--- config.mk ---
export PLATFORM = sky130hd
export DESIGN_NAME = fve_queue
export DESIGN_NICKNAME = d
export VERILOG_FILES = /design/src/fve_pkg.sv /design/src/fve_queue.sv
export SDC_FILE = /design/constraint.sdc
export NUM_CORES = 1
export LEC_CHECK = 0
export ABC_AREA = 0
export BUFFER_PORTS_ARGS = -buffer_cell sky130_fd_sc_hd__buf_2
export CAP_MARGIN = 20
export CORE_UTILIZATION = 40
export CTS_CLUSTER_DIAMETER = 80
export DETAILED_ROUTE_END_ITERATION = 6
export SKIP_CTS_REPAIR_TIMING = 1
export SYNTH_ARGS = -nofsm -noshare
export SYNTH_HDL_FRONTEND = slang
export SYNTH_SLANG_ARGS = --single-unit
--- constraint.sdc ---
create_clock -name clock -period 15.3 [get_ports clock]
set_input_delay 2.295 -clock clock [delete_from_list [all_inputs] [get_ports clock]]
set_output_delay 2.295 -clock clock [all_outputs]
set_load 0.02 [all_outputs]
--- src/fve_pkg.sv ---
// shared types and constants for the flow verdict enforcer
`timescale 1ns / 1ps
package fve_pkg;

   localparam int unsigned KEY_W      = 48;
   localparam int unsigned HASH_W     = 16;
   localparam int unsigned STAT_COUNT = 5;
   localparam int unsigned QUEUE_DEPTH = 2;

   localparam logic [1:0] RULE_DENY     = 2'd0;
   localparam logic [1:0] RULE_ALLOW    = 2'd1;
   localparam logic [1:0] RULE_RESTRICT = 2'd2;

   localparam logic [2:0] STATUS_APPLIED = 3'd0;
   localparam logic [2:0] STATUS_EXPIRED = 3'd1;
   localparam logic [2:0] STATUS_NONE    = 3'd2;
   localparam logic [2:0] STATUS_NOT_TCP = 3'd3;
   localparam logic [2:0] STATUS_STORED  = 3'd4;
   localparam logic [2:0] STATUS_FULL    = 3'd5;

   localparam int unsigned STAT_ATTEMPTS = 0;
   localparam int unsigned STAT_BLOCKED  = 1;
   localparam int unsigned STAT_ALLOWED  = 2;
   localparam int unsigned STAT_EXPIRED  = 3;
   localparam int unsigned STAT_MISSING  = 4;

   typedef enum logic [1:0] {
      KIND_LOOKUP,
      KIND_NOT_TCP,
      KIND_WRITE
   } kind_type;

   typedef struct packed {
      kind_type          kind;
      logic [KEY_W-1:0]  key;
      logic [HASH_W-1:0] set_idx;
      logic [63:0]       now_ns;
      logic [1:0]        verdict;
      logic [31:0]       principal;
      logic [63:0]       expiry;
   } item_type;

   typedef struct packed {
      logic              valid;
      logic [KEY_W-1:0]  key;
      logic [1:0]        verdict;
      logic [31:0]       principal;
      logic [63:0]       expiry;
      logic [63:0]       hits;
   } entry_type;

   localparam int unsigned ENTRY_W = $bits(entry_type);

   typedef enum logic [1:0] {
      F_IDLE,
      F_MUL,
      F_REDUCE
   } front_state_type;

   typedef enum logic [2:0] {
      B_CLEAR,
      B_IDLE,
      B_READ,
      B_MATCH,
      B_FINISH
   } back_state_type;

endpackage

--- src/fve_queue.sv ---
// short queue between front and back
`timescale 1ns / 1ps
module fve_queue (
   input  logic              clock,
   input  logic              reset,
   input  logic              push,
   input  fve_pkg::item_type push_item,
   output logic              full,
   input  logic              pop,
   output logic              empty,
   output fve_pkg::item_type pop_item
);

   localparam int unsigned PTR_W = $clog2(fve_pkg::QUEUE_DEPTH);

   fve_pkg::item_type   slot_ff [fve_pkg::QUEUE_DEPTH];
   logic [PTR_W-1:0]    wr_ff, wr_in, rd_ff, rd_in;
   logic [PTR_W:0]      cnt_ff, cnt_in;

   assign full     = (cnt_ff == (PTR_W+1)'(fve_pkg::QUEUE_DEPTH));
   assign empty    = (cnt_ff == '0);
   assign pop_item = slot_ff[rd_ff];

   always_comb begin
      wr_in  = wr_ff;
      rd_in  = rd_ff;
      cnt_in = cnt_ff;
      if (push) wr_in = wr_ff + 1'b1;
      if (pop)  rd_in = rd_ff + 1'b1;
      if (push && !pop) cnt_in = cnt_ff + 1'b1;
      if (pop && !push) cnt_in = cnt_ff - 1'b1;
   end

   always_ff @(posedge clock) begin
      if (reset) begin
         wr_ff  <= '0;
         rd_ff  <= '0;
         cnt_ff <= '0;
      end else begin
         wr_ff  <= wr_in;
         rd_ff  <= rd_in;
         cnt_ff <= cnt_in;
      end
      if (push) slot_ff[wr_ff] <= push_item;
   end

endmodule

======== Yosys cells after proc, flatten, opt, wreduce, memory -nomap -nowiden ========
Memory sizes are Yosys's and may differ from the RTL's. A register that Yosys moved wholly into a read port is not among the register bits.
Index checks and enable logic that the tools add are counted.
word-level totals
  bits in writable memories ............... 456
  memories ................................ 1
  register bits ........................... 4
  input bits .............................. 232
  logic and storage cells ................. 21
  output and inout bits ................... 230
cells by class
  equal/unequal tests ..................... 1
  reduce and logical (&&, ||, !) cells .... 6
  mux-type cells .......................... 6
  $add $sub $neg .......................... 4
memory list
  name     words  bits a word  read ports  clocked after memory_dff  wr ports  line             source
  slot_ff  2      228          1           1                         1         fve_queue.sv:16  fve_pkg::item_type slot_ff [fve_pkg::QUEUE_DEPTH];
operators by type and width
  cell                 count
  $mux 1               4
  $mux 2               2
  $add 1x1->1 const B  2
  $add 2x1->2 const B  1
  $eq 2x2->1 const B   1
  $logic_and 1x1->1    2
  $logic_not 1->1      2
  $logic_not 2->1      1
  $reduce_bool 2->1    1
  $sub 2x1->2 const B  1

======== Depth between registers and ports, before layout ========
  word-level depth ........................ 4
  mapped depth ............................ 5
  gate-level depth less buffers ........... 5

======== Worst setup path before layout ========
Ideal clock, no wire load.
  kind .................................... input-to-reg
  from .................................... input port push
  to ...................................... memory slot_ff[0][0] in the netlist's numbering, enable pin
  path slack .............................. 2.577 ns
  setup time .............................. 0.827 ns
  cell stages on the path ................. 2
  arrival time ............................ 11.896 ns
  data required time ...................... 14.473 ns
  path buffers ............................ 0
  cell sequence ........................... inv_1 -> nor2_1
between the ends
  word-level cells in the longest chain between the ends .. 2
RTL lines
  item                          line             source
  start: declaration            fve_queue.sv:6   input logic push,
  $mux 1                        fve_queue.sv:44  if (push) slot_ff[wr_ff] <= push_item;
  $mux 1 (implied by the code)  fve_queue.sv:44
  end: declaration              fve_queue.sv:16
No other way between the ends.

==> metrics.yaml <==
outcome:
  status: "finished clean"
grt:
  grt_overflow: 0
  grt_pass1_vias: 8712
  grt_pass1_wl_um: 49800
  grt_usage: 0.158
  antenna_found_initial: 7
  grt_max_degree: 78
place:
  numPlacedInstances: 1708
  gp_congestion: 0.794
  pre_cts_ws_ps: 10050
  place_hpwl_um: 23800
  placed_area_um2: 19500
  port-buffer-count: 461
die:
  coreArea_um2: 40900
  initial_core_util: 0.407
  rows: 74
  die_h_um: 206
  num_io_pins: 462
  dieArea_um2: 42400
  die_w_um: 206
route:
  vias: 8555
  wl_um: 35300
  viasPerCell: 4.77
  drt_first_iter_violations: 316
  firstDrtPassIters: 4
  drc_errors: 0
  final_antenna_net_count: 0
  routedWlPerCell_um: 19.7
synthesis:
  ys_ff_latch: 461
  synthMuxAreaShare: 0.154
  syn_area_um2: 16600
  synthAdderAreaFrac: 0.000752
  synth_warnings: 0
  syn_avg_cell_area_um2: 22.8
  synthXorXnorAreaFrac: 0.00210
  synth-compound-area-share: 0.000601
  seq_area_frac_synth: 0.829
  ys_types: 15
  syn-instance-count: 731
  synthSimpleGateAreaFrac: 0.00263
  synth_nets: 964
  synth_top_family_by_area: "multiplexers"
critical_path:
  crit_family: "buffers and inverters"
  cp_slowest_cell: "buf_4"
  crit_path_end_kind: "output pin"
  critPathLaunchType: "flop"
  required_ps: 13010
  rr_startpoint: "wr_ff"
  arrival_ps: 3320
  slowest_delay_ps: 750
  path_class: "flop to output pin"
  cp_max_fo: 65
  critPathBufInv: 3
  critPathMostFrequentCell: "buf_4"
  path_cells: "buf_4 -> buf_4 -> mux2_2 -> buf_2"
clocking:
  cts_root_buffer: "clkbuf_16"
  cts_tree: "done"
  insertion_delay_ps: 550
  cts_buffers: 49
  clk_pin_slew_ps: 60
  cts_buffer_depth: 3
  h-tree-depth: 2
  cts_num_sinks: 461
timing:
  worst_slack_ps: 9690
  fmax_mhz: 178
  rsz0062_at_grt: "false"
  timing.setup.tns_ps: 0
  finalHoldViolations: 0
  period_needed_ps: 5610
  slew_violations: 0
  tightest_slew_ps: 1090
  fin_skew_ps: 11.4
  min_period_over_period: 0.367
  slew-limit-headroom: 0.276
  finalSetupViolCount: 0
power:
  p_int_mw: 2.23
  pwr-share-seq: 0.515
  clockPowerShare: 0.365
  power.density_nw_per_um2: 139
  switching_share: 0.233
  p_comb_frac: 0.119
  vdd_drop_max_mv: 0.0969
  p_sw_uw: 678
  p_leak_nw: 7.78
worst_hold_path:
  hp-start: "rd_ff"
  hp-class: "flop to flop"
cells_and_area:
  final_common_cell: "buf_2"
  num-fill-cells: 3405
  finalInstanceArea_um2: 21000
  synthToLayoutAreaGrowth_pct: 25.9
  nNetsFinal: 1460
  layout-drive-gt1-share: 0.603
  stdcell_count: 1794
  post-route-util: 0.512
  layout_common_cells: "buf_2 (461), edfxtp_1 (456), mux2_2 (228), clkbuf_16 (49), clkinv_1 (14)"
flow_run:
  cap_violations: 0
[per-stage QoR]
stage                     hold slack, ps  total power, mW
after floorplan                      461             1.76
after global placement               491             1.87
after detailed placement             495             1.88
after CTS                            522             2.95
after global routing                 542             3.01
final                                515             2.91
[flip-flops by register name (all words and copies together), names as in the netlist, named ones only]
register / cells
cnt_ff: 2
wr_ff: 1
rd_ff: 1
slot_ff: 456
[synthesized netlist by cell type]
| library cell | number | area (um2) |
|---|---|---|
| a21oi_1 | 1 | 5.00 |
| and2_1 | 1 | 6.26 |
| and2b_2 | 1 | 8.76 |
| buf_2 | 3 | 15.0 |
| buf_4 | 22 | 165 |
| dfxtp_1 | 5 | 100 |
| edfxtp_1 | 456 | 13700 |
| ha_1 | 1 | 12.5 |
| inv_1 | 1 | 3.75 |
| mux2_2 | 228 | 2570 |
| nor2_1 | 6 | 22.5 |
| o21ai_0 | 1 | 5.00 |
| or3_1 | 1 | 6.26 |
| xnor2_1 | 3 | 26.3 |
| xor2_1 | 1 | 8.76 |
[worst register-to-register path, delay by kind of cell (launching register included)]
kind	cells	cell delay [ps]
buf+inv	2	1690
simple gates	1	590
flops	1	350
[path summary, 6_finish.rpt]
| kind | endpoint | slack, ps | depth (start not counted) |
|---|---|---|---|
| worst min-delay path | rd_ff | 510 | 2 |
| worst min register to register | rd_ff | 510 | 2 |
| worst max-delay path | pop_item[155] | 9690 | 4 |
| worst max register to register | slot_ff[0][143] | 12220 | 3 |
[cell type report]
type / count / area [um2] / share of cell area
timing repair buffer: 470 / 2370 / 0.113
clock inverter: 22 / 154 / 0.00735
antenna: 3 / 7.51 / 0.000358
sequential: 461 / 13800 / 0.658
clock buffer: 61 / 1270 / 0.0607
tap: 532 / 666 / 0.0318
multi-input combinational: 244 / 2680 / 0.128
inverter: 1 / 3.75 / 0.000179
[layer usage]
metal	up-vias	global-route usage	share of wire
li1	3921	-	-
met1	4229	0.185	0.39
met2	321	0.266	0.50
met3	76	0.0484	0.075
met4	8	0.0680	0.030
met5	-	0	0.0015
[logic make-up after synthesis]
| group | after synthesis |
|---|---|
| AO/OA/AOI/OAI | 2 |
| buffers and inverters | 26 |
| AND/OR/NAND/NOR | 9 |
| adder cells (fa/ha/maj) | 1 |
| flip-flops | 461 |
| multiplexers | 228 |
| XOR/XNOR | 4 |
[power by group through the flow]
stage	sequential, mW	clock [mW]	combinational (mW)
floorplan	1.54	0	0.224
global placement	1.52	0	0.347
detailed placement	1.52	0	0.352
CTS	1.50	1.10	0.353
global route	1.50	1.13	0.371
finish	1.50	1.06	0.347
Note: power is estimated with default switching activity, not from simulation.
