**src/fve_pkg.sv**
```systemverilog
// shared types and constants for the flow verdict enforcer
`timescale 1ns / 1ps
package fve_pkg;

   localparam int unsigned KEY_W      = 48;
   localparam int unsigned HASH_W     = 16;
   localparam int unsigned STAT_COUNT = 5;
   localparam int unsigned QUEUE_DEPTH = 2;

   localparam logic [1:0] RULE_DENY     = 2'd0;
   localparam logic [1:0] RULE_ALLOW    = 2'd1;
   localparam logic [1:0] RULE_RESTRICT = 2'd2;

   localparam logic [2:0] STATUS_APPLIED = 3'd0;
   localparam logic [2:0] STATUS_EXPIRED = 3'd1;
   localparam logic [2:0] STATUS_NONE    = 3'd2;
   localparam logic [2:0] STATUS_NOT_TCP = 3'd3;
   localparam logic [2:0] STATUS_STORED  = 3'd4;
   localparam logic [2:0] STATUS_FULL    = 3'd5;

   localparam int unsigned STAT_ATTEMPTS = 0;
   localparam int unsigned STAT_BLOCKED  = 1;
   localparam int unsigned STAT_ALLOWED  = 2;
   localparam int unsigned STAT_EXPIRED  = 3;
   localparam int unsigned STAT_MISSING  = 4;

   typedef enum logic [1:0] {
      KIND_LOOKUP,
      KIND_NOT_TCP,
      KIND_WRITE
   } kind_type;

   typedef struct packed {
      kind_type          kind;
      logic [KEY_W-1:0]  key;
      logic [HASH_W-1:0] set_idx;
      logic [63:0]       now_ns;
      logic [1:0]        verdict;
      logic [31:0]       principal;
      logic [63:0]       expiry;
   } item_type;

   typedef struct packed {
      logic              valid;
      logic [KEY_W-1:0]  key;
      logic [1:0]        verdict;
      logic [31:0]       principal;
      logic [63:0]       expiry;
      logic [63:0]       hits;
   } entry_type;

   localparam int unsigned ENTRY_W = $bits(entry_type);

   typedef enum logic [1:0] {
      F_IDLE,
      F_MUL,
      F_REDUCE
   } front_state_type;

   typedef enum logic [2:0] {
      B_CLEAR,
      B_IDLE,
      B_READ,
      B_MATCH,
      B_FINISH
   } back_state_type;

endpackage

```
**src/fve_front.sv**
```systemverilog
// front end: takes a transaction, classifies it, computes key and set
`timescale 1ns / 1ps
module fve_front #(
   parameter int unsigned TABLE_SETS = 256
) (
   input  logic              clock,
   input  logic              reset,
   input  logic              start,
   output logic              busy,
   input  logic              req_action,
   input  logic              req_is_tcp,
   input  logic [31:0]       req_dest_addr,
   input  logic [15:0]       req_dest_port,
   input  logic [63:0]       req_now_ns,
   input  logic [1:0]        req_new_verdict,
   input  logic [31:0]       req_new_principal,
   input  logic [63:0]       req_new_expiry_ns,
   input  logic              q_full,
   output logic              q_push,
   output fve_pkg::item_type q_item
);

   localparam logic [32:0] RECIP = 33'((64'd1 << 32) / TABLE_SETS);
   localparam logic [31:0] SETS  = 32'(TABLE_SETS);

   fve_pkg::front_state_type state_ff, state_in;
   fve_pkg::item_type        item_ff, item_in;
   logic [15:0]              hash_ff, hash_in;
   logic [47:0]              prod_ff;
   logic [31:0]              qn, rem;
   logic                     take;

   assign take = start && (state_ff == fve_pkg::F_IDLE);

   always_comb begin
      state_in = state_ff;
      unique case (state_ff)
         fve_pkg::F_IDLE:   if (start) state_in = fve_pkg::F_MUL;
         fve_pkg::F_MUL:    state_in = fve_pkg::F_REDUCE;
         fve_pkg::F_REDUCE: if (!q_full) state_in = fve_pkg::F_IDLE;
         default:           state_in = fve_pkg::F_IDLE;
      endcase
   end

   always_comb begin
      busy   = (state_ff != fve_pkg::F_IDLE);
      q_push = (state_ff == fve_pkg::F_REDUCE) && !q_full;
   end

   // classify and latch the transaction
   always_comb begin
      item_in           = item_ff;
      hash_in           = hash_ff;
      if (take) begin
         if (req_action)       item_in.kind = fve_pkg::KIND_WRITE;
         else if (req_is_tcp)  item_in.kind = fve_pkg::KIND_LOOKUP;
         else                  item_in.kind = fve_pkg::KIND_NOT_TCP;
         item_in.key       = {req_dest_addr, req_dest_port};
         item_in.set_idx   = '0;
         item_in.now_ns    = req_now_ns;
         item_in.verdict   = (req_new_verdict == 2'd3) ? fve_pkg::RULE_RESTRICT
                                                       : req_new_verdict;
         item_in.principal = req_new_principal;
         item_in.expiry    = req_new_expiry_ns;
         hash_in = req_dest_addr[31:16] ^ req_dest_addr[15:0] ^ req_dest_port;
      end
   end

   // set = hash mod sets, via reciprocal and one correction step
   always_comb begin
      qn  = 32'(prod_ff[47:32]) * SETS;
      rem = 32'(hash_ff) - qn;
      if (rem >= SETS) rem = rem - SETS;
      q_item         = item_ff;
      q_item.set_idx = rem[15:0];
   end

   always_ff @(posedge clock) begin
      if (reset) begin
         state_ff <= fve_pkg::F_IDLE;
      end else begin
         state_ff <= state_in;
      end
      item_ff <= item_in;
      hash_ff <= hash_in;
      prod_ff <= 48'(hash_ff) * 48'(RECIP);
   end

endmodule

```
**config.mk**
```make
export PLATFORM = sky130hd
export DESIGN_NAME = fve_front
export DESIGN_NICKNAME = d
export VERILOG_FILES = /design/src/fve_pkg.sv /design/src/fve_front.sv
export SDC_FILE = /design/constraint.sdc
export NUM_CORES = 1
export LEC_CHECK = 0
export BUFFER_PORTS_ARGS = -buffer_cell sky130_fd_sc_hd__buf_4
export CORE_AREA = 2 2 172 174
export CTS_CLUSTER_DIAMETER = 30
export DETAILED_ROUTE_END_ITERATION = 8
export DIE_AREA = 0 0 174 176
export GPL_TIMING_DRIVEN = 0
export HOLD_SLACK_MARGIN = 0.05
export PLACE_DENSITY = 0.64
export SETUP_SLACK_MARGIN = 0.5
export SLEW_MARGIN = 20
export SYNTH_ARGS = -nofsm -noshare
export SYNTH_HDL_FRONTEND = slang
export SYNTH_SLANG_ARGS = --single-unit
export TNS_END_PERCENT = 20
```
**constraint.sdc**
```tcl
create_clock -name clock -period 14.5 [get_ports clock]
set_input_delay 2.175 -clock clock [delete_from_list [all_inputs] [get_ports clock]]
set_output_delay 2.175 -clock clock [all_outputs]
set_load 0.03 [all_outputs]
```
## Word level (Yosys, flattened, before mapping)

Index checks and enable logic that the tools add are counted.

| operators by class | value |
|---|---|
| $add $sub $neg | 2 |
| bitwise logic cells | 2 |
| reductions and logical operators | 6 |
| multipliers | 0 |
| muxes and demuxes | 5 |
| magnitude comparators | 1 |
| equality and inequality tests | 5 |
| div/mod/pow operators | 0 |
| shift-type cells | 0 |

Operators with widths:

| operator | number |
|---|---|
| 32-bit by 9-bit greater-or-equal comparator with 1-bit output (second input constant) | 1 |
| 16-bit bitwise XOR | 2 |
| 16-bit by 16-bit subtractor with 17-bit output | 1 |
| 16-bit two-way mux | 1 |
| 16-bit by 10-bit subtractor with 16-bit output (second input constant) | 1 |
| 2-bit one-hot mux with 3 select lines | 1 |
| 2-bit equality test (second input constant) | 2 |
| 2-bit two-way mux | 2 |
| 2-bit != test (second input constant) | 2 |
| 2-bit by 1-bit equality test with 1-bit output (second input constant) | 1 |
| 1-bit logical AND | 2 |
| 2-bit zero test | 1 |
| 2-bit AND reduction | 1 |
| 2-bit nonzero test | 1 |
| 1-bit zero test | 1 |
| 1-bit two-way mux | 1 |

| storage, ports and cells | value |
|---|---|
| memories | 0 |
| register bits | 246 |
| bits of input ports | 216 |
| memory bits (writable) | 0 |
| latch bits | 0 |
| ROM bits | 0 |
| output and inout port bits | 230 |
| word-level logic and storage cells | 30 |

## Logic depth before layout (Yosys ltp)

Gate-level depths: netlist (run 1).

| depth | value |
|---|---|
| depth after elaboration | 3 |
| mapped depth | 9 |
| depth with buffers taken out | 9 |

## Worst setup path before layout (run 1)

OpenSTA, ideal clock, no wires.

| timing | value |
|---|---|
| path type | in2reg |
| start | in start |
| end | reg hash_ff[0], enable pin |
| setup time | 822 ps |
| slack | 2081 ps |
| required time | 13678 ps |
| cell stages on the path | 2 |
| path buffers | 0 |
| data arrival time | 11597 ps |
| cells stage by stage | inv_1 nor2_1 |

| on the way | value |
|---|---|
| word-level cells in the longest chain between the ends | 1 |

Ends and longest elaborated chain:

| element | line | text |
|---|---|---|
| start: declaration | fve_front.sv:8 | `input logic start,` |
| 1-bit logical AND | fve_front.sv:33 | `assign take = start && (state_ff == fve_pkg::F_IDLE);` |
| net take | fve_front.sv:31 | `logic take;` |
| end signal: assignment | fve_front.sv:85 | `hash_ff <= hash_in;` |
| end: declaration | fve_front.sv:28 | `logic [15:0] hash_ff, hash_in;` |

The timed path passes the listed nets, and every way through them passes these cells.
A chain may end at the register's enable or synchronous reset.

==> qor.txt, run 1 <==
Run status: complete, no violations
Hold_buf cts: 0
Share of the yosys chip area belonging to registers: 0.854
Horiz. Die Dim: 174 um
Clk_skew: 0.0325 ns
Core box area: 28500 sq um
DP Area: 12300 sq um
Endpoints failing hold: 0
CP endpoint kind: output port
Cell taking the most area after synthesis: edfxtp_1
WL per Instance: 18.3 um
Clock latency on the worst-skew pair: 0.57 ns
Clk buf depth: 3
Post-synth top cells: edfxtp_1 (228), xnor2_1 (35), inv_1 (16)
Met1 usage: 0.160
Initial antenna violation count: 6
Port Buffers: 445
Die height: 176 um
Post-CTS Resized: 0
Async SR Flop Fraction: 0
Post-CTS Setup Inserts: 0
Worst-path fanout max: 5
Gr ovfl total: 0
Pin count of the biggest net entering global routing: 29
Detail Placement HPWL: 18.6 mm
Total GRT Usage: 0.153
Post-Syn Instances: 390
EDFF count, synth: 228
Fmax: 192 MHz
DR pass1 iterations: 4
Fin util: 0.505
CP max stage cell: edfxtp_1
Number of global-route vias before repair: 5819
Placer Congestion: 0.781
CTS Buf Count: 59
Clock sinks: 238
CP Launch Type: flip-flop
RSZ-0062 raised after global routing: no
Hold Path Class: reg2reg
Critical Path RT: 12.32 ns
Crit share post-route: 0.360
Max-slew violations: 0
Final setup vio count: 0
Crit-path max cell delay: 0.39 ns
DR iter-0 viols: 237
Worst slew pin tran: 0.564 ns
CTS tree: built
Via count: 5559
Pwr Density: 178 nW/um^2
I/O pins: 446
Area delta synth->final: 74.9%
Slew HR: 0.619
Main flop type after synthesis: edfxtp_1
Global Route met3 Usage: 0.0844
Post-synthesis register bit count: 238
Yosys warning count: 0
Synth Cell Area: 8250 sq um
Clock transition at path regs: 0.04 ns
Num rows: 62
Post-route cell area: 14400 sq um
Final net count: 1132
Minimum clock period: 5.22 ns
Synth area leaders: edfxtp_1 (83%), xnor2_1 (3.7%), dfxtp_1 (2.4%)
First-pass GRT wire length: 34.9 mm
Syn avg cell area: 21.1 sq um
Unique masters post-synth: 51
Residual antenna-violating net count after detailed routing: 0
GRT Max-Usage Layer: met2
Ordered list of cells on the worst path: ha_1 -> xor2_1 -> ha_1 -> nand4b_1 -> o21ai_0 -> nor4_4 -> nand4_2 -> a21o_1 -> buf_4
CP most frequent cell: ha_1
Vias per cell: 4.13
Kind of critical path: reg2out
DIE AREA: 30600 sq um
Setup TNS: 0 ns
Arr. time, crit path: 3.04 ns
Met2 usage: 0.250
Max_cap viols: 0
DRC errors left: 0
Count leader, synth: edfxtp_1
Top-area cell type share of the netlist area: 0.830
Peak supply drop: 0.156 mV
Clk root buf: clkbuf_16
Initial cell density of the core: 0.289
Leakage: 6.04 nW
Synth Net Count: 617
Final WL: 24.6 mm
Final Power: 2.57 mW
Htree depth: 2
Fraction of layout cells with a size suffix above 1: 0.606
## per-layer routing
metal | part of all wire | up-vias
met5 | 0.00053 | -
met4 | 0.035 | 2
met3 | 0.12 | 68
met2 | 0.50 | 285
met1 | 0.34 | 2641
li1 | - | 2563
## logic make-up after synthesis
kind of cell | Yosys count | share of synthesized area
compound gates | 32 | 0.0350
xor+xnor | 39 | 0.0423
fa+ha+maj | 11 | 0.0167
buf+inv | 27 | 0.0170
flops | 238 | 0.854
mux | 2 | 0.00243
simple gates | 41 | 0.0322
## through the flow
step                      setup slack (ns)  cells  hold WS [ns]
after floorplan                       2.08    390         0.348
after CTS                             9.21   1340         0.383
after global routing                  9.05   1345         0.395
after global placement               -1.99   1219         0.365
final                                 9.28   1345         0.376
after detailed placement              9.68   1228         0.374
## worst paths after layout
kind	startpoint	to	slack, ns	depth (start not counted)
min	hash_ff[15]	prod_ff[39]	0.38	0
min reg2reg	hash_ff[15]	prod_ff[39]	0.38	0
max	hash_ff[9]	q_item[175]	9.28	9
max reg2reg	state_ff[1]	q_item[206]	12.15	6
## cell usage in the layout, fill, tap and decap left out, types with 2 or more instances in the layout
master	n
a211o_1	2
a21boi_0	2
a21o_1	2
a21oi_1	6
and2_1	2
buf_12	7
buf_16	2
buf_4	453
bufinv_16	11
clkbuf_1	11
clkbuf_16	59
clkbuf_8	6
clkinv_1	2
clkinv_16	2
clkinv_2	10
clkinv_4	3
clkinvlp_4	8
dfxtp_1	10
diode_2	5
edfxtp_1	228
ha_1	11
inv_1	16
mux2i_1	2
nand2_1	5
nand2b_1	3
nor2_1	7
nor2b_1	4
nor3_1	4
nor3b_1	2
o211a_1	2
o21ai_0	3
o41ai_1	2
or2_2	2
xnor2_1	35
xor2_1	3
## layout make-up
class                      instances  area, sq um
multi-input combinational        125         1070
timing repair buffer             454         3540
clock inverter                    37          543
sequential                       238         7050
fill                            2441        14100
buffer                            11         80.1
tap                              384          480
antenna                            5         12.5
inverter                          16         60.1
clock buffer                      75         1600
## sequential cells by signal, indices dropped and copies added, names as in the netlist
signal and count:
hash_ff 16, prod_ff 8, q_item 212, state_ff 2
## worst max-delay path, delay by kind of cell, from the launching register on
family | cells | cell delay [ns]
adder cells (fa/ha/maj) | 2 | 0.61
XOR/XNOR | 1 | 0.23
AND/OR/NAND/NOR | 3 | 0.69
buffers and inverters | 1 | 0.16
AO/OA/AOI/OAI | 2 | 0.41
flip-flops | 1 | 0.39
## power breakdown
group / switching, mW / total, mW / internal, mW
Combinational: 0.214 / 0.366 / 0.151
Clock: 0.406 / 1.38 / 0.971
Sequential: 0.0148 / 0.831 / 0.816
(Power assumes the default switching activity.)
==> run 2: changes to the inputs <==
==> constraint.sdc (replaced) <==
create_clock -name clock -period 5.03 [get_ports clock]
set_input_delay 0.7545 -clock clock [delete_from_list [all_inputs] [get_ports clock]]
set_output_delay 0.7545 -clock clock [all_outputs]
set_load 0.03 [all_outputs]
==> run 2 against run 1 <==
First-iteration DRC count decreased by 8.0%. Critical path depth unchanged. Largest power group unchanged. Routed wire length decreased by 2.6%. Largest cell class unchanged. Power increased to 2.8 times the previous value. Sequential cell count unchanged. Worst hold slack got worse by 0.0039 ns.
==> qor.txt, run 2 (synthesis gave the netlist of run 1 again) <==
Filler cells: 2476 (+1.4%)
Residual antenna-violating net count after detailed routing: 0 (unchanged)
Via count: 5495 (-1.2%)
Reg power frac: 0.330 (+0.007)
Total GRT Usage: 0.151 (-0.00217)
Pin count of the biggest net entering global routing: 32 (+10%)
DR iter-0 viols: 218 (-8.0%)
CP max stage cell: edfxtp_1
Worst slew pin tran: 0.534 ns (-0.0298 ns)
Switch Pwr: 1.80 mW (+180%)
Flop-to-flop setup slack: 2.81 ns (-9.34 ns)
Sw Share: 0.248 (+0.00120)
CP Launch Type: flip-flop
Core box area: 28500 sq um (unchanged)
RSZ-0062 raised after global routing: no
Total placed cells including tap cells: 1228 (unchanged)
Initial antenna violation count: 3 (-3)
WHS Path Cells: 0 (unchanged)
Final net count: 1128 (-0.35%)
Ordered list of cells on the worst path: ha_1 -> xor2_1 -> ha_1 -> nand4b_1 -> o21ai_0 -> nor4_4 -> nand4_2 -> a21o_1 -> buf_4
Fraction of layout cells with a size suffix above 1: 0.608 (+0.00217)
I/O pins: 446 (unchanged)
Number of global-route vias before repair: 5874 (+0.95%)
Critical Path RT: 4.28 ns (-8.04 ns)
Max-slew violations: 0 (unchanged)
Pwr Density: 508 nW/um^2 (+180%)
WL per Instance: 18.0 um (-1.8%)
Levels on crit path: 9 (unchanged)
Final WL: 24.0 mm (-2.6%)
Arr. time, crit path: 3.05 ns (about the same)
CP endpoint kind: output port
Post-Place Worst Slack: 1.73 ns (-7.95 ns)
Peak supply drop: 0.315 mV (+100%)
Area delta synth->final: 73.5%
Max reg flops: 212 (unchanged)
DIE AREA: 30600 sq um (unchanged)
Post-CTS Setup Inserts: 0 (unchanged)
Hold Path Class: reg2reg
Clock latency on the worst-skew pair: 0.54 ns (-0.03 ns)
Post-CTS Resized: 0 (unchanged)
Endpoints failing hold: 0 (unchanged)
Hold_buf cts: 0 (unchanged)
Fin util: 0.501 (-0.00390)
FF+latch area: 7050 sq um (unchanged)
Minimum clock period: 3.80 ns
Detail Placement HPWL: 18.3 mm (-1.6%)
Num rows: 62 (unchanged)
P_int: 5.46 mW (+180%)
Placer Congestion: 0.788 (+0.90%)
Gr ovfl total: 0 (unchanged)
Kind of critical path: reg2out
Crit-path max cell delay: 0.39 ns (about the same)
Slew HR: 0.639 (+0.0201)
Vias per cell: 4.12 (-0.26%)
Clock sinks: 238 (unchanged)
Die height: 176 um (unchanged)
Final setup vio count: 0 (unchanged)
CTS Buf Count: 55 (-6.8%)
Clock transition at path regs: 0.04 ns (about the same)
Largest delay share family, worst path: simple AND/OR/NAND/NOR gates
Max_cap viols: 0 (unchanged)
First-pass GRT wire length: 34.7 mm (-0.50%)
Clk_skew: 0.0194 ns (-0.0131 ns)
Area occupied by multi-input gates: 1070 sq um (+0.23%)
CTS tree: built
Final Non-Filler Cells: 1333 (-0.89%)
Horiz. Die Dim: 174 um (unchanged)
Commonest cells after routing, fill and taps aside: buf_4 (453), edfxtp_1 (228), clkbuf_16 (55), xnor2_1 (35), inv_1 (15)
DR pass1 iterations: 4 (unchanged)
Worst-path fanout max: 5 (unchanged)
Setup TNS: 0 ns (unchanged)
Htree depth: 2 (unchanged)
Leakage: 6.00 nW (-0.76%)
Final worst slack: 1.23 ns (-8.05 ns)
DRC errors left: 0 (unchanged)
Combinational share of power: 0.145 (+0.003)
Worst Reg2Reg Path Length in Cells: 6 (unchanged)
Initial cell density of the core: 0.289 (unchanged)
Fmax: 263 MHz
Clock Power Share: 0.525 (-0.010)
Run status: complete, no violations
Port Buffers: 445 (unchanged)
Clk buf depth: 3 (unchanged)
Clk root buf: clkbuf_16
CP most frequent cell: ha_1
Crit share post-route: 0.756
Leading cell type in the layout, fill and taps excluded: buf_4
CP Buf/Inv Count: 1 (unchanged)
==> run 2: area by class of cell <==
class / instances / share of cell area
sequential: 238 / 0.492
buffer: 11 / 0.00559
inverter: 16 / 0.00507
clock inverter: 44 / 0.0430
clock buffer: 58 / 0.0969
multi-input combinational: 125 / 0.0748
tap: 384 / 0.0336
timing repair buffer: 454 / 0.248
antenna: 3 / 0.000525
==> run 2: power groups by stage <==
stage          clock [mW]  sequential [mW]  combinational, mW
6_report             3.81             2.39               1.06
5_1_grt              3.99             2.41               1.13
4_1_cts              3.88             2.40               1.07
3_5_place_dp            0             2.43               1.07
3_3_place_gp            0             2.45               1.02
2_1_floorplan           0             2.67              0.362
==> run 2: metrics by stage <==
stage / hold slack (ns) / area, sq um / total power [mW]
final: 0.372 / 14300 / 7.26
after global routing: 0.346 / 14300 / 7.52
after CTS: 0.351 / 14300 / 7.35
after detailed placement: 0.366 / 12300 / 3.50
after global placement: 0.363 / 12100 / 3.47
after floorplan: 0.348 / 8270 / 3.03
==> run 2: routing by layer <==
metal | up-vias | track usage | part of all wire
met3 | 43 | 0.0758 | 0.11
met4 | 0 | 0.0620 | 0.023
met2 | 271 | 0.258 | 0.52
li1 | 2543 | - | -
met1 | 2638 | 0.159 | 0.34
met5 | - | 0 | 0
==> run 2: final timing paths <==
| kind | startpoint | to |
|---|---|---|
| max | hash_ff[9] | q_item[175] |
| min | hash_ff[8] | prod_ff[32] |
| max reg2reg | state_ff[1] | q_item[188] |
| min reg2reg | hash_ff[8] | prod_ff[32] |
==> run 2: worst reg2reg max path, cell delays in order, from the launching register on <==
cell,delay [ns]
dfxtp_1,0.32
or2_4,0.27
nor2_4,0.41
buf_16,0.24
buf_12,0.20
buf_12,0.23
buf_12,0.21
==> run 3: changes to the inputs <==
--- a/config.mk
+++ b/config.mk
@@ -5,11 +5,12 @@
 export SDC_FILE = /design/constraint.sdc
 export NUM_CORES = 1
 export LEC_CHECK = 0
+export ABC_AREA = 1
 export BUFFER_PORTS_ARGS = -buffer_cell sky130_fd_sc_hd__buf_4
-export CORE_AREA = 2 2 172 174
+export CORE_AREA = 2 2 171 173
 export CTS_CLUSTER_DIAMETER = 30
 export DETAILED_ROUTE_END_ITERATION = 8
-export DIE_AREA = 0 0 174 176
+export DIE_AREA = 0 0 173 175
 export GPL_TIMING_DRIVEN = 0
 export HOLD_SLACK_MARGIN = 0.05
 export PLACE_DENSITY = 0.64
==> constraint.sdc (replaced) <==
create_clock -name clock -period 3.6 [get_ports clock]
set_input_delay 0.54 -clock clock [delete_from_list [all_inputs] [get_ports clock]]
set_output_delay 0.54 -clock clock [all_outputs]
set_load 0.03 [all_outputs]
==> run 3 against run 2 <==
Highest routed layer unchanged. Routed wire length decreased by 0.82%. Clock skew barely moved. Largest power group unchanged. Sequential cell count unchanged. Global-route usage fell by 0.10 points.
==> qor.txt, run 3 <==
Main flop type after synthesis: edfxtp_1
RSZ-0062 raised after global routing: yes
Commonest cells after routing, fill and taps aside: buf_4 (454), edfxtp_1 (228), clkbuf_16 (56), inv_1 (42), nand2_1 (41)
Leading cell type in the layout, fill and taps excluded: buf_4
Die height: 175 um (-0.57%)
Synth area leaders: edfxtp_1 (82%), xnor2_1 (3.6%), dfxtp_1 (2.4%)
Horiz. Die Dim: 173 um (-0.57%)
Slew HR: 0.555 (-0.0846)
Share of the yosys chip area belonging to registers: 0.845 (-0.00923)
Core box area: 28400 sq um (-0.54%)
Initial antenna violation count: 2 (-1)
CP max stage cell: edfxtp_1
Synth Cell Area: 8340 sq um (+1.1%)
Clk root buf: clkbuf_16
Minimum clock period: 3.14 ns
Final WL: 23.8 mm (-0.82%)
Num rows: 62 (unchanged)
Vias per cell: 4.10 (-0.48%)
Top-area cell type share of the netlist area: 0.821 (-0.00897)
Post-synthesis register bit count: 238 (unchanged)
CP Launch Type: flip-flop
Worst slew pin tran: 0.666 ns (+0.132 ns)
Kind of critical path: reg2out
Cell taking the most area after synthesis: edfxtp_1
Worst Hold End: state_ff[0]
Max_cap viols: 0 (unchanged)
Gr ovfl total: 0 (unchanged)
Max reg flops: 212 (unchanged)
Area delta synth->final: 73.6% (about the same)
Endpoints failing hold: 0 (unchanged)
DIE AREA: 30300 sq um (-1.1%)
Crit share post-route: 0.873
CTS tree: built
Synth Net Count: 677 (+9.7%)
Async SR Flop Fraction: 0 (unchanged)
Syn avg cell area: 18.5 sq um (-12%)
Flop-to-flop setup slack: 1.18 ns (-1.63 ns)
Final net count: 1189 (+5.4%)
First-pass GRT wire length: 34.5 mm (-0.50%)
Worst-path fanout max: 6 (+1)
EDFF count, synth: 228 (unchanged)
Crit-path max cell delay: 0.42 ns (+0.03 ns)
Run status: complete, no violations
Largest delay share family, worst path: simple AND/OR/NAND/NOR gates
Arr. time, crit path: 2.60 ns (-0.45 ns)
Hold_buf cts: 0 (unchanged)
Reg2reg end: q_item[197]
CP endpoint kind: output port
Total placed cells including tap cells: 1289 (+5.0%)
CTS Buf Count: 54 (-1.8%)
Post-synth top cells: edfxtp_1 (228), inv_1 (45), nand2_1 (41)
Max-slew violations: 0 (unchanged)
Detail Placement HPWL: 18.2 mm (-0.49%)
Clock transition at path regs: 0.04 ns (about the same)
I/O pins: 446 (unchanged)
Clk_skew: 0.0199 ns (+0.000449 ns)
DRC errors left: 0 (unchanged)
Via count: 5719 (+4.1%)
Hold Path Class: in2reg
FF-to-FF Start: state_ff[0]
Htree depth: 2 (unchanged)
Fraction of layout cells with a size suffix above 1: 0.584 (-0.0235)
Fmax: 318 MHz
Final setup vio count: 0 (unchanged)
CP most frequent cell: ha_4
Initial cell density of the core: 0.294 (+0.00475)
Count leader, synth: edfxtp_1
Hold path start: reset
Residual antenna-violating net count after detailed routing: 0 (unchanged)
Clk buf depth: 3 (unchanged)
Unique masters post-synth: 27 (-47%)
Peak supply drop: 0.510 mV (+62%)
Number of global-route vias before repair: 6138 (+4.5%)
Total GRT Usage: 0.150 (-0.00102)
Critical Path RT: 3.06 ns (-1.22 ns)
Final Power: 10.1 mW (+39%)
Leakage: 6.19 nW (+3.2%)
Final Non-Filler Cells: 1394 (+4.6%)
WL per Instance: 17.0 um (-5.2%)
Pwr Density: 696 nW/um^2 (+37%)
DR pass1 iterations: 4 (unchanged)
Pin count of the biggest net entering global routing: 28 (-13%)
Yosys warning count: 0 (unchanged)
Placer Congestion: 0.813 (+3.2%)
Ordered list of cells on the worst path: ha_4 -> xnor2_2 -> inv_2 -> ha_4 -> nand4_1 -> nor2_1 -> nor2_2 -> nand2_4 -> nor2_8 -> nand4_4 -> xor2_1 -> buf_4
Worst Reg2Reg Path Length in Cells: 8 (+2)
Clock latency on the worst-skew pair: 0.54 ns (about the same)
Post-Syn Instances: 450 (+15%)
WHS Path Cells: 2 (+2)
Clock sinks: 238 (unchanged)
Port Buffers: 445 (unchanged)
DR iter-0 viols: 270 (+24%)
CP Buf/Inv Count: 2 (+1)
## run 3: cell types whose count changed in the layout (fill, tap and decap cells not counted), moves of 7 or more
cell,previous run,this run
ha_1,11,4
inv_1,15,42
nor2_1,7,14
clkbuf_1,4,12
inv_6,9,2
nand3_1,1,15
nand2_1,5,41
## run 3: per-stage QoR
stage	area [sq um]	setup TNS (ns)	util	setup slack [ns]	hold slack, ns
after floorplan	8360	-165.38	-	-0.725	0.348
after global placement	12200	-516.40	0.429	-2.28	0.355
after detailed placement	12400	0	0.438	0.777	0.360
after CTS	14400	0	0.507	0.423	0.134
after global routing	14500	0	0.510	0.322	0.137
final	14500	0	0.510	0.457	0.163
## run 3: cell type report
type                    instances  area [sq um]
flip-flops and latches        238          7050
clock buffers                  67          1440
repair buffers                456          3600
fillers                      2416         13900
plain buffers                   9          63.8
inverters                      47           189
diodes                          2          5.00
clock inverters                35           482
well taps                     384           480
multi-input cells             156          1160
## run 3: timing repair
item	4_1_cts	5_1_grt
setup endpoints to repair	8	8
pin swaps	5	2
setup buffers	1	0
resized for setup	6	10
## run 3: per-layer routing
metal	track usage	wire length, um
met5	0	0
met4	0.0611	597
met3	0.0777	2620
met2	0.256	12400
met1	0.156	8180
## run 3: worst max-delay path by stage
stage | depth (start not counted) | startpoint | to | slack (ns)
final | 12 | hash_ff[9] | q_item[170] | 0.46
after global routing | 15 | hash_ff[9] | q_item[173] | 0.32
after CTS | 12 | hash_ff[9] | q_item[170] | 0.42
after detailed placement | 12 | hash_ff[9] | q_item[170] | 0.78
after global placement | 3 | start | q_item[197] | -2.28
after floorplan | 3 | state_ff[0] | hash_ff[0] | -0.73
## run 3: logic make-up after synthesis
kind of cell | synth area share
AO/OA/AOI/OAI | 0.00345
XOR/XNOR | 0.0368
adder cells (fa/ha/maj) | 0.0165
buffers and inverters | 0.0291
flip-flops | 0.845
AND/OR/NAND/NOR | 0.0690
## run 3: worst reg2reg max path, delay by kind of cell (launching register included)
family	cells	cell delay, ns
flip-flops	1	0.33
buffers and inverters	6	1.09
AND/OR/NAND/NOR	2	0.67
## run 3: where the power goes
group / switching [mW] / total, mW / internal, mW
sequential: 0.0702 / 3.38 / 3.31
combinational: 0.969 / 1.62 / 0.651
clock: 1.52 / 5.07 / 3.55
total: 2.56 / 10.1 / 7.51
